### src/ofc_pkg.sv
// Shared types and constants for the oldest-first size-limited cache.
`default_nettype none

package ofc_pkg;

  localparam int OPCODE_W    = 2;
  localparam int KIND_W      = 3;
  localparam int ID_W        = 31;
  localparam int SIZE_W      = 32;
  localparam int AGE_W       = 32;
  localparam int TOTAL_W     = 36;
  localparam int OCC_W       = 5;
  localparam int LIMIT_W     = 5;
  localparam int CFG_INDEX_W = 1;
  localparam int CFG_DATA_W  = 32;
  localparam int IN_TDATA_W  = 64;
  localparam int OUT_TDATA_W = 104;

  localparam logic [LIMIT_W-1:0] COUNT_LIMIT_RESET = 5'd16;
  localparam logic [SIZE_W-1:0]  SIZE_LIMIT_RESET  = 32'd20000000;

  typedef enum logic [OPCODE_W-1:0] {
    OP_INSERT = 2'd0,
    OP_EXPIRE = 2'd1,
    OP_CLEAR  = 2'd2,
    OP_NONE   = 2'd3
  } opcode_t;

  typedef enum logic [KIND_W-1:0] {
    KIND_EVICTED  = 3'd0,
    KIND_INSERTED = 3'd1,
    KIND_REJECTED = 3'd2,
    KIND_EMPTY    = 3'd3,
    KIND_CLEARED  = 3'd4
  } kind_t;

  typedef enum logic [CFG_INDEX_W-1:0] {
    CFG_COUNT_LIMIT = 1'b0,
    CFG_SIZE_LIMIT  = 1'b1
  } cfg_index_t;

  // One table entry as stored in the slot memory.
  typedef struct packed {
    logic [AGE_W-1:0]  age;
    logic [SIZE_W-1:0] size;
    logic [ID_W-1:0]   id;
  } slot_t;

endpackage

`default_nettype wire

### src/ofc_ram.sv
// Generic single-write, single-read RAM with registered read data.
`default_nettype none

module ofc_ram #(
  parameter int WIDTH = 8,
  parameter int DEPTH = 16
) (
  input  logic                     clk,
  input  logic                     we,
  input  logic [$clog2(DEPTH)-1:0] waddr,
  input  logic [WIDTH-1:0]         wdata,
  input  logic [$clog2(DEPTH)-1:0] raddr,
  output logic [WIDTH-1:0]         rdata
);

  logic [WIDTH-1:0] mem [DEPTH];

  always_ff @(posedge clk) begin
    if (we) begin
      mem[waddr] <= wdata;
    end
    rdata <= mem[raddr];
  end

endmodule

`default_nettype wire

### src/oldest_first_size_limited_cache_unit.sv
// Top level of the oldest-first size-limited cache.
//
// The block holds up to SLOTS entries (id, size, insertion age) in one slot
// memory with a registered read, plus an entry count, a running size total
// and an age counter in registers. One beat on the input stream is one
// operation (tuser: 0 insert, 1 expire oldest, 2 clear, 3 no-op); each
// operation but the no-op yields its results on the output stream, the
// final one marked by tlast. Every eviction is one pass over the memory: it
// reads slots 0..count-1, one per cycle, keeping the oldest age below the
// age counter (ties to the lowest slot), then writes the last entry into
// the freed slot and reports the evicted entry. An insert runs one pass per
// eviction; evictions run while the count is over its limit (one pass) or
// the size total is over its limit and still falls. The memory port
// carries one access of each kind per cycle, so scans never overlap a
// write-back: the sequencer finishes the write before the next pass
// starts reading. The output stage is a register, so the next beat is
// taken while the last result waits; the sequencer stalls in its evict,
// decide and clear states only while that register is still full.
// Configuration writes are taken at any time and are meant to land while
// the block is idle.
`default_nettype none

module oldest_first_size_limited_cache_unit #(
  parameter int SLOTS = 16
) (
  input  logic                              clk,
  input  logic                              rst,
  // input stream: tdata = entry_id[30:0], entry_size[62:31], zero pad [63]
  input  logic                              s_tvalid,
  output logic                              s_tready,
  input  logic [ofc_pkg::IN_TDATA_W-1:0]    s_tdata,
  // tuser = opcode[1:0]
  input  logic [ofc_pkg::OPCODE_W-1:0]      s_tuser,
  // output stream: tdata = item_id[30:0], item_size[62:31],
  // occupancy[67:63], total_size[103:68]
  output logic                              m_tvalid,
  input  logic                              m_tready,
  output logic [ofc_pkg::OUT_TDATA_W-1:0]   m_tdata,
  // tuser = kind[2:0]
  output logic [ofc_pkg::KIND_W-1:0]        m_tuser,
  output logic                              m_tlast,
  // configuration writes: index 0 count_limit, index 1 size_limit
  input  logic                              cfg_valid,
  output logic                              cfg_ready,
  input  logic [ofc_pkg::CFG_INDEX_W-1:0]   cfg_index,
  input  logic [ofc_pkg::CFG_DATA_W-1:0]    cfg_data
);

  import ofc_pkg::*;

  localparam int AW   = $clog2(SLOTS);
  localparam int CW   = $clog2(SLOTS + 1);
  localparam int CMPW = ((CW > LIMIT_W) ? CW : LIMIT_W) + 1;

  typedef enum logic [2:0] {
    ST_IDLE,
    ST_SCAN,
    ST_EVICT,
    ST_DECIDE,
    ST_CLEAR
  } state_t;

  state_t             state;
  opcode_t            op;
  logic [ID_W-1:0]    in_id;
  logic [SIZE_W-1:0]  in_size;
  logic [CW-1:0]      count;
  logic [TOTAL_W-1:0] total;
  logic [AGE_W-1:0]   age_ctr;
  logic [LIMIT_W-1:0] count_limit;
  logic [SIZE_W-1:0]  size_limit;

  // scan bookkeeping
  logic [CW-1:0]      idx;
  logic [AW-1:0]      best_idx;
  logic [AGE_W-1:0]   best_age;
  logic [ID_W-1:0]    best_id;
  logic [SIZE_W-1:0]  best_size;
  logic               found;
  slot_t              last_slot;

  // output register
  kind_t              out_kind;
  logic [ID_W-1:0]    out_id;
  logic [SIZE_W-1:0]  out_size;
  logic [OCC_W-1:0]   out_occ;
  logic [TOTAL_W-1:0] out_total;
  logic               out_last;

  // slot memory port
  logic               ram_we;
  logic [AW-1:0]      ram_waddr;
  slot_t              ram_wdata;
  slot_t              rd_slot;

  logic               out_free;
  logic               out_load;
  logic               over;
  logic               reject;
  logic               cand_hit;
  logic [TOTAL_W-1:0] evict_total;
  logic [TOTAL_W-1:0] ins_total;
  logic               keep_evicting;
  logic [CW-1:0]      idx_prev;

  ofc_ram #(
    .WIDTH ($bits(slot_t)),
    .DEPTH (SLOTS)
  ) u_slots (
    .clk   (clk),
    .we    (ram_we),
    .waddr (ram_waddr),
    .wdata (ram_wdata),
    .raddr (idx[AW-1:0]),
    .rdata (rd_slot)
  );

  assign s_tready  = (state == ST_IDLE);
  assign cfg_ready = 1'b1;
  assign m_tdata   = {out_total, out_occ, out_size, out_id};
  assign m_tuser   = out_kind;
  assign m_tlast   = out_last;

  always_comb begin
    out_free      = !m_tvalid || m_tready;
    // a fresh result enters the output register this cycle
    out_load      = out_free &&
                    (((state == ST_EVICT) && (found || (op == OP_EXPIRE))) ||
                     (state == ST_DECIDE) || (state == ST_CLEAR));
    over          = (CMPW'(count) > CMPW'(count_limit)) ||
                    (total > TOTAL_W'(size_limit));
    reject        = (count_limit == '0) || (size_limit == '0) ||
                    (CMPW'(count) + CMPW'(1) >= CMPW'(count_limit)) ||
                    (CMPW'(count) >= CMPW'(SLOTS));
    idx_prev      = idx - CW'(1);
    // data in rd_slot belongs to the slot addressed last cycle
    cand_hit      = (idx != '0) && (rd_slot.age < best_age);
    evict_total   = total - TOTAL_W'(best_size);
    ins_total     = total + TOTAL_W'(in_size);
    keep_evicting = (evict_total > TOTAL_W'(size_limit)) && (evict_total < total);

    ram_we    = 1'b0;
    ram_waddr = best_idx;
    ram_wdata = last_slot;
    case (state)
      ST_EVICT: begin
        // fill the freed slot with the last entry
        ram_we = out_free && found;
      end
      ST_DECIDE: begin
        ram_we          = out_free && !reject;
        ram_waddr       = count[AW-1:0];
        ram_wdata.age   = age_ctr;
        ram_wdata.size  = in_size;
        ram_wdata.id    = in_id;
      end
      default: begin
        ram_we = 1'b0;
      end
    endcase
  end

  always_ff @(posedge clk) begin
    if (rst) begin
      state       <= ST_IDLE;
      count       <= '0;
      total       <= '0;
      age_ctr     <= '0;
      count_limit <= COUNT_LIMIT_RESET;
      size_limit  <= SIZE_LIMIT_RESET;
      m_tvalid    <= 1'b0;
      idx         <= '0;
      found       <= 1'b0;
    end else begin
      // load a fresh result, or drop the beat once it is taken
      if (out_load) begin
        m_tvalid <= 1'b1;
      end else if (m_tready) begin
        m_tvalid <= 1'b0;
      end

      if (cfg_valid && cfg_ready) begin
        case (cfg_index)
          CFG_COUNT_LIMIT: count_limit <= cfg_data[LIMIT_W-1:0];
          CFG_SIZE_LIMIT:  size_limit  <= cfg_data[SIZE_W-1:0];
          default:         count_limit <= count_limit;
        endcase
      end

      case (state)
        ST_IDLE: begin
          if (s_tvalid) begin
            op       <= opcode_t'(s_tuser);
            in_id    <= s_tdata[ID_W-1:0];
            in_size  <= s_tdata[ID_W+SIZE_W-1:ID_W];
            idx      <= '0;
            best_age <= age_ctr;
            found    <= 1'b0;
            case (opcode_t'(s_tuser))
              OP_INSERT: state <= over ? ST_SCAN : ST_DECIDE;
              OP_EXPIRE: state <= ST_SCAN;
              OP_CLEAR:  state <= ST_CLEAR;
              default:   state <= ST_IDLE;
            endcase
          end
        end

        ST_SCAN: begin
          if (cand_hit) begin
            best_age  <= rd_slot.age;
            best_idx  <= idx_prev[AW-1:0];
            best_id   <= rd_slot.id;
            best_size <= rd_slot.size;
            found     <= 1'b1;
          end
          if (idx == count) begin
            // hold the last entry; it moves into the freed slot
            last_slot <= rd_slot;
            state     <= ST_EVICT;
          end else begin
            idx <= idx + CW'(1);
          end
        end

        ST_EVICT: begin
          if (out_free) begin
            if (found) begin
              count     <= count - CW'(1);
              total     <= evict_total;
              out_kind  <= KIND_EVICTED;
              out_id    <= best_id;
              out_size  <= best_size;
              out_occ   <= OCC_W'(count - CW'(1));
              out_total <= evict_total;
              out_last  <= (op == OP_EXPIRE);
              idx       <= '0;
              found     <= 1'b0;
              best_age  <= age_ctr;
              if (op == OP_EXPIRE) begin
                state <= ST_IDLE;
              end else if (keep_evicting) begin
                state <= ST_SCAN;
              end else begin
                state <= ST_DECIDE;
              end
            end else if (op == OP_EXPIRE) begin
              out_kind  <= KIND_EMPTY;
              out_id    <= '0;
              out_size  <= '0;
              out_occ   <= OCC_W'(count);
              out_total <= total;
              out_last  <= 1'b1;
              state     <= ST_IDLE;
            end else begin
              state <= ST_DECIDE;
            end
          end
        end

        ST_DECIDE: begin
          if (out_free) begin
            out_id   <= in_id;
            out_size <= in_size;
            out_last <= 1'b1;
            if (reject) begin
              out_kind  <= KIND_REJECTED;
              out_occ   <= OCC_W'(count);
              out_total <= total;
            end else begin
              age_ctr   <= age_ctr + AGE_W'(1);
              count     <= count + CW'(1);
              total     <= ins_total;
              out_kind  <= KIND_INSERTED;
              out_occ   <= OCC_W'(count + CW'(1));
              out_total <= ins_total;
            end
            state <= ST_IDLE;
          end
        end

        ST_CLEAR: begin
          if (out_free) begin
            count     <= '0;
            total     <= '0;
            age_ctr   <= '0;
            out_kind  <= KIND_CLEARED;
            out_id    <= '0;
            out_size  <= '0;
            out_occ   <= '0;
            out_total <= '0;
            out_last  <= 1'b1;
            state     <= ST_IDLE;
          end
        end

        default: begin
          state <= ST_IDLE;
        end
      endcase
    end
  end

  a_count_cap: assert property (@(posedge clk) disable iff (rst)
    CMPW'(count) <= CMPW'(SLOTS))
    else $error("entry count above slot capacity");

  a_mid_is_eviction: assert property (@(posedge clk) disable iff (rst)
    m_tvalid && !m_tlast |-> m_tuser == KIND_EVICTED)
    else $error("non-final result that is not an eviction");

  a_scan_holds_table: assert property (@(posedge clk) disable iff (rst)
    state == ST_SCAN |=> $stable(count) && $stable(total))
    else $error("table bookkeeping changed during a scan");

  a_clear_empties: assert property (@(posedge clk) disable iff (rst)
    m_tvalid && m_tuser == KIND_CLEARED |-> count == '0 && total == '0)
    else $error("cleared result while table not empty");

endmodule

`default_nettype wire
### config.mk
export PLATFORM = sky130hd
export DESIGN_NAME = oldest_first_size_limited_cache_unit
export DESIGN_NICKNAME = d
export VERILOG_FILES = /design/src/ofc_pkg.sv /design/src/ofc_ram.sv /design/src/oldest_first_size_limited_cache_unit.sv
export SDC_FILE = /design/constraint.sdc
export NUM_CORES = 2
export LEC_CHECK = 0
export BUFFER_PORTS_ARGS = -buffer_cell sky130_fd_sc_hd__buf_4
export CAP_MARGIN = 5
export CORE_MARGIN = 5
export CORE_UTILIZATION = 35
export CTS_CLUSTER_DIAMETER = 40
export CTS_CLUSTER_SIZE = 8
export DETAILED_ROUTE_END_ITERATION = 6
export GPL_ROUTABILITY_DRIVEN = 1
export MAX_ROUTING_LAYER = met4
export PLACE_DENSITY = 0.55
export SLEW_MARGIN = 40
export SYNTH_ARGS = -nofsm -noshare
export SYNTH_HDL_FRONTEND = slang
export SYNTH_SLANG_ARGS = --single-unit
### constraint.sdc
create_clock -name clk -period 13.8 [get_ports clk]
set_clock_uncertainty 0.2 [all_clocks]
set_input_delay 2.76 -clock clk [delete_from_list [all_inputs] [get_ports clk]]
set_output_delay 2.76 -clock clk [all_outputs]
set_load 0.05 [all_outputs]
* Word-level counts from Yosys, hierarchy flattened *
Memory sizes are Yosys's and may differ from the RTL's. A register that Yosys moved wholly into a read port is not among the register bits.
Index checks and enable logic that the tools add are counted.

word-level totals
  flip-flop bits (word level) = 487
  memory bits (writable) = 1520
  input port bits = 104
  word-level logic and storage cells = 181
  memories kept = 1

memories
  memory       words  width  read ports  clocked after memory_dff  wr ports  line           RTL
  u_slots.mem  16     95     1           1                         1         ofc_ram.sv:16  logic [WIDTH-1:0] mem [DEPTH];

cells by class
  $add $sub $neg = 8
  magnitude comparators = 7
  equal/unequal tests = 19
  multiplexer cells = 79
  bitwise operators = 2
  reduce and logical (&&, ||, !) cells = 40

operators by type and width
  operator                                       number
  2-to-1 mux 32 bit                              11
  2-to-1 mux 36 bit                              8
  one-hot mux 36 bit (3 select lines)            2
  one-hot mux 32 bit (3 select lines)            2
  2-to-1 mux 31 bit                              5
  2-to-1 mux 95 bit                              1
  one-hot mux 31 bit (3 select lines)            1
  greater-than comparator 36 x 32 -> 1 bit       2
  one-hot mux 32 bit (2 select lines)            1
  2-to-1 mux 5 bit                               12
  one-hot mux 5 bit (3 select lines)             3
  adder 36 x 32 -> 36 bit                        1
  < comparator 36 bit                            1
  subtractor 36 x 32 -> 36 bit                   1
  adder 32 x 1 -> 32 bit, second input constant  1
  logical NOT 32 bit                             1
  < comparator 32 bit                            1
  2-to-1 mux 3 bit                               10
  inequality test 2 bit, second input constant   9
  one-hot mux 3 bit (3 select lines)             2
  AND reduction 5 bit                            3
  one-hot mux 3 bit (4 select lines)             1
  AND reduction 4 bit                            3
  AND reduction 6 bit                            2
  other kinds (33)                               71

* Logic depth before layout (Yosys ltp) *
  word-level depth = 9
  depth in mapped cells = 22
  gate-level depth less buffers = 22

* By module *
A second synthesis with hierarchy kept.

unflattened totals
  cell total of the unflattened synthesis = 5138
  area, all modules = 85134.2 um^2

by module, submodules not included
  module                                instances  cells each  area each (um^2)  sequential area each (um^2)
  ofc_ram                               1          2434        58691.3           47545.6
  oldest_first_size_limited_cache_unit  1          2704        26442.9           13422.9

* Worst setup path before layout *
OpenSTA, ideal clock, no wires.

  path kind = input -> register
  start point = in rst
  end point = reg out_kind[0], in the netlist m_tuser[0], enable pin
  library setup time = 704 ps
  arrival time = 10602 ps
  path slack = 2294 ps
  cell stages on the path = 4
  path buffers = 3
  cell sequence = clkbuf_1 > clkbuf_1 > buf_1 > nor3_1

on the way
  cells in the longest elaborated chain, start to end = 2

RTL lines
  element                               line                                         RTL
  from (decl)                           oldest_first_size_limited_cache_unit.sv:27   input logic rst,
  inverter 1 bit (no source line)       --
  AND reduction 6 bit (no source line)  --
  to (signal assigned)                  oldest_first_size_limited_cache_unit.sv:230  out_kind <= KIND_EVICTED;
  to (signal assigned)                  oldest_first_size_limited_cache_unit.sv:247  out_kind <= KIND_EMPTY;
  to (signal assigned)                  oldest_first_size_limited_cache_unit.sv:266  out_kind <= KIND_REJECTED;
  to (decl)                             oldest_first_size_limited_cache_unit.sv:83   kind_t out_kind;

Every way passes these cells.
A chain may end at the register's enable or synchronous reset.

* Final worst setup path *
  start point = reg count[0]
  end point = mem u_slots.mem[5][46] (netlist name), enable pin

on the way
  cells in the longest elaborated chain, start to end = 9

RTL lines
  element                                     line                                         RTL
  from (decl)                                 oldest_first_size_limited_cache_unit.sv:67   logic [CW-1:0] count;
  from (signal assigned)                      oldest_first_size_limited_cache_unit.sv:228  count <= count - CW'(1);
  from (signal assigned)                      oldest_first_size_limited_cache_unit.sv:271  count <= count + CW'(1);
  adder 5 x 1 -> 6 bit                        oldest_first_size_limited_cache_unit.sv:133  (CMPW'(count) + CMPW'(1) >= CMPW'(count_limit)) ||
  greater-or-equal comparator 6 x 5 -> 1 bit  oldest_first_size_limited_cache_unit.sv:133
  logical OR 1 bit                            oldest_first_size_limited_cache_unit.sv:132  reject = (count_limit == '0) || (size_limit == '0) ||
  logical OR 1 bit                            oldest_first_size_limited_cache_unit.sv:133
  logical NOT 1 bit                           oldest_first_size_limited_cache_unit.sv:151  ram_we = out_free && !reject;
  logical AND 1 bit                           oldest_first_size_limited_cache_unit.sv:151
  one-hot mux 1 bit (2 select lines)          oldest_first_size_limited_cache_unit.sv:145  case (state)
  2-to-1 mux 1 bit                            ofc_ram.sv:19                                if (we) begin
  2-to-1 mux 1 bit (not written as such)      ofc_ram.sv:20                                mem[waddr] <= wdata;
  to (decl)                                   ofc_ram.sv:16

Several ways; a longest one is shown, not always the timed one.

==> results.md <==
* Outcome: completed
* Hold/Removal Path Class: register to register
* Register bit total from synthesis at about 2,100
* Resize count post-CTS at 0
* Post-synthesis async set-or-reset flop share at 0
* RSZ-0062 raised after global routing: false
* Die Area at 0.253 mm²
* Number of synthesized flops with an enable pin at roughly 1,900
* Die W at between 500 and 600 µm
* Yosys warns at 0
* Hold Vio Cnt, Final at 0
* Worst path bufs/invs at 4
* Post-Syn Nets at around 5,200
* Vias per inst at about 5.3
* Post-route ant nets at 0
* Crit path max-delay cell type: dfxtp_1
* Die height at just over 500 µm
* Clock-pin slew on the worst setup and hold paths at around 0.050 ns
* Worst slew margin at 0.431
* Setup tns final at 0 ns
* Netlist Area Pre-Place at ~0.085 mm²
* Overflow after GRT at 0
* Vias post-DR at between 40,000 and 50,000
* Max_cap viols at 0
* Top_reg_cell synth: edfxtp_1
* Design area at 0.101 mm²
* Post-Place Cell Area at 0.0915 mm²
* Fin crit share at 0.457
* CP Data Arrival Time at 6.61 ns
* Core ar. at about 0.24 mm²
* Netlist cell types at just under 90
* Tot GR Track Use at 0.181
* Leakage at 33.9 nW
* FILL cells at ~22,000
* Share of layout cells above drive strength 1 at 0.225
* Share of the synthesized area in the top cell type at 0.666
* CP max stage delay at roughly 0.62 ns
* DRC errors left at 0
* Initial antenna violation count at 6
* Nets@finish at approximately 5,700
* Final WL at 225,000 µm
* Crit-path leading delay family: buffers and inverters
* Gpl congestion at between 0.8 and 0.9
* Syn Inst Count at between 4,000 and 5,000
* Power density over cell area at 180 mW/mm²
* First-pass GRT wire length at 328,000 µm
* Seq/Total Area, Yosys at 0.716
* Number of global-route vias before repair at around 48,000
* Largest net degree at the start of global routing at 110
* Rows at around 180
* CTS tree: done
* Most common cell in the synthesized netlist: edfxtp_1
* Mean Syn Cell Area at roughly 17 µm²
* H-tree levels at 5
* Num CTS Buffers at ~340
* Clk buf depth at 4
* Drt first-iter violations at between 4,000 and 5,000
* Critical Path Sink Type: register
* IO Count at between 200 and 250
* Worst slew pin tran at 0.854 ns
* Port bufs at roughly 210
* Max Clk Rate at approximately 160 MHz
* Synth area leader: edfxtp_1
* Worst vdd ir at 0.000144 V
* DP HPWL at about 130,000 µm
* Main area contributors after synthesis: edfxtp_1, mux4_2, dfxtp_1, ha_1, nand2_1
* Setup bufs post-CTS at 0
* Crit path cell chain: inv_1, ha_1, ha_1, a21boi_0, o21a_1, o21a_1, o21ai_0, and2_1, a21oi_1, nor3_1, o21ai_0, buf_4, nor2_4, buf_6, buf_6
* Drt wl/cell at 25.6 µm
* Crit path max fanout at 45
* Required @ worst endpoint at 14.09 ns
* Initial Util at 0.351
* Critical path startpoint category: register
* Post-CTS Hold Buffers at 0
* Slew Viols, Final at 0
* CTS root buffer: clkbuf_16
* Setup Crit Path Kind: register to register
* Clk_lat worst skew at 0.92 ns
* Syn-to-layout area delta at 19.1%
* Commonest cells in the netlist: edfxtp_1, nand2_1, mux4_2
* Pre-antenna DRT Iters at 5
* Fin crit period at 6.31 ns
* Endpoints failing setup at 0
* Sink Count at about 2,100
per-stage QoR:
step	worst slack (ns)	utilization	hold slack [ns]	instances	power, mW
floorplan	2.29	-	0.204	4932	9.94
global placement	6.88	0.374	0.209	8202	10.8
detailed placement	7.29	0.377	0.213	8220	10.9
CTS	7.56	0.417	0.208	8784	18.4
global route	7.11	0.418	0.224	8788	19.0
finish	7.49	0.418	0.214	8788	18.2
logic make-up after synthesis:
| family | after synthesis | share of synthesized area |
|---|---|---|
| buf+inv | 401 | 0.0178 |
| simple gates | 1044 | 0.0533 |
| xor+xnor | 91 | 0.00936 |
| compound gates | 583 | 0.0436 |
| fa+ha+maj | 211 | 0.0312 |
| mux | 499 | 0.129 |
| other cells | 1 | 0.0000440 |
| flops | 2102 | 0.716 |
sequential cells by signal (all words and copies together) (netlist names), 32 cells and up:
| register | count |
|---|---|
| total | 36 |
| out_total | 36 |
| u_slots.mem | 1520 |
| best_size | 32 |
| out_size | 32 |
| in_size | 32 |
| size_limit | 32 |
| best_age | 32 |
| last_slot | 95 |
| u_slots.rdata | 95 |
| age_ctr | 32 |
area by class of cell:
class,instances,area [µm²],area share
sequential,2102,61000,0.602
clock buffer,513,9420,0.0929
multi-input combinational,2429,22900,0.226
tap,3202,4010,0.0395
timing repair buffer,307,2950,0.0291
antenna,2,5.00,0.0000494
inverter,182,683,0.00674
clock inverter,51,442,0.00436
where the power goes:
part | internal [mW] | switching [mW]
Combinational | 1.23 | 1.85
Sequential | 7.48 | 0.213
Clock | 4.72 | 2.72
Total | 13.4 | 4.78
layer usage:
metal  vias up  GRT usage  share of wire  wire length, µm
met4         0     0.0460          0.023             5100
met3       341     0.0274          0.057            12800
met2      1569      0.281           0.47           106000
met1     24423      0.251           0.45           101000
li1      20341          -              -                -
met5         -          -              0                0
worst register-to-register path, cell delays in order (launching register included):
cell and delay, ns:
dfxtp_1 0.62, inv_1 0.30, ha_1 0.43, ha_1 0.28, a21boi_0 0.13, o21a_1 0.18
o21a_1 0.17, o21ai_0 0.41, and2_1 0.27, a21oi_1 0.09, nor3_1 0.55, o21ai_0 0.25
buf_4 0.24, nor2_4 0.57, buf_6 0.60, buf_6 0.65
final timing paths:
kind                                                 from                      endpoint  slack (ns)  cells after the start
worst max-delay path                count[0]$_SDFFE_PP0P_  u_slots.mem[5][46]$_DFFE_PP_        7.49                     15
worst min-delay path            u_slots.rdata[51]$_DFF_P_       last_slot[51]$_DFFE_PP_        0.21                      0
worst max register to register      count[0]$_SDFFE_PP0P_  u_slots.mem[5][46]$_DFFE_PP_        7.49                     15
worst min register to register  u_slots.rdata[51]$_DFF_P_       last_slot[51]$_DFFE_PP_        0.21                      0
layout by cell type (no fill, tap or decap), types with 20 or more instances in the layout:
cell,instances
ha_1,209
nand4_1,44
mux2i_1,22
o21ai_0,138
a21o_1,48
buf_4,254
nor2_1,148
mux4_2,475
nor3_1,38
edfxtp_1,1887
xor2_1,45
clkbuf_1,150
a21oi_1,169
inv_1,181
dfxtp_1,211
clkbuf_16,343
xnor2_1,46
a211oi_1,41
nand3_1,37
nand2_1,623
clkbuf_8,20
No activity file was read; power rests on OpenSTA's default activity.
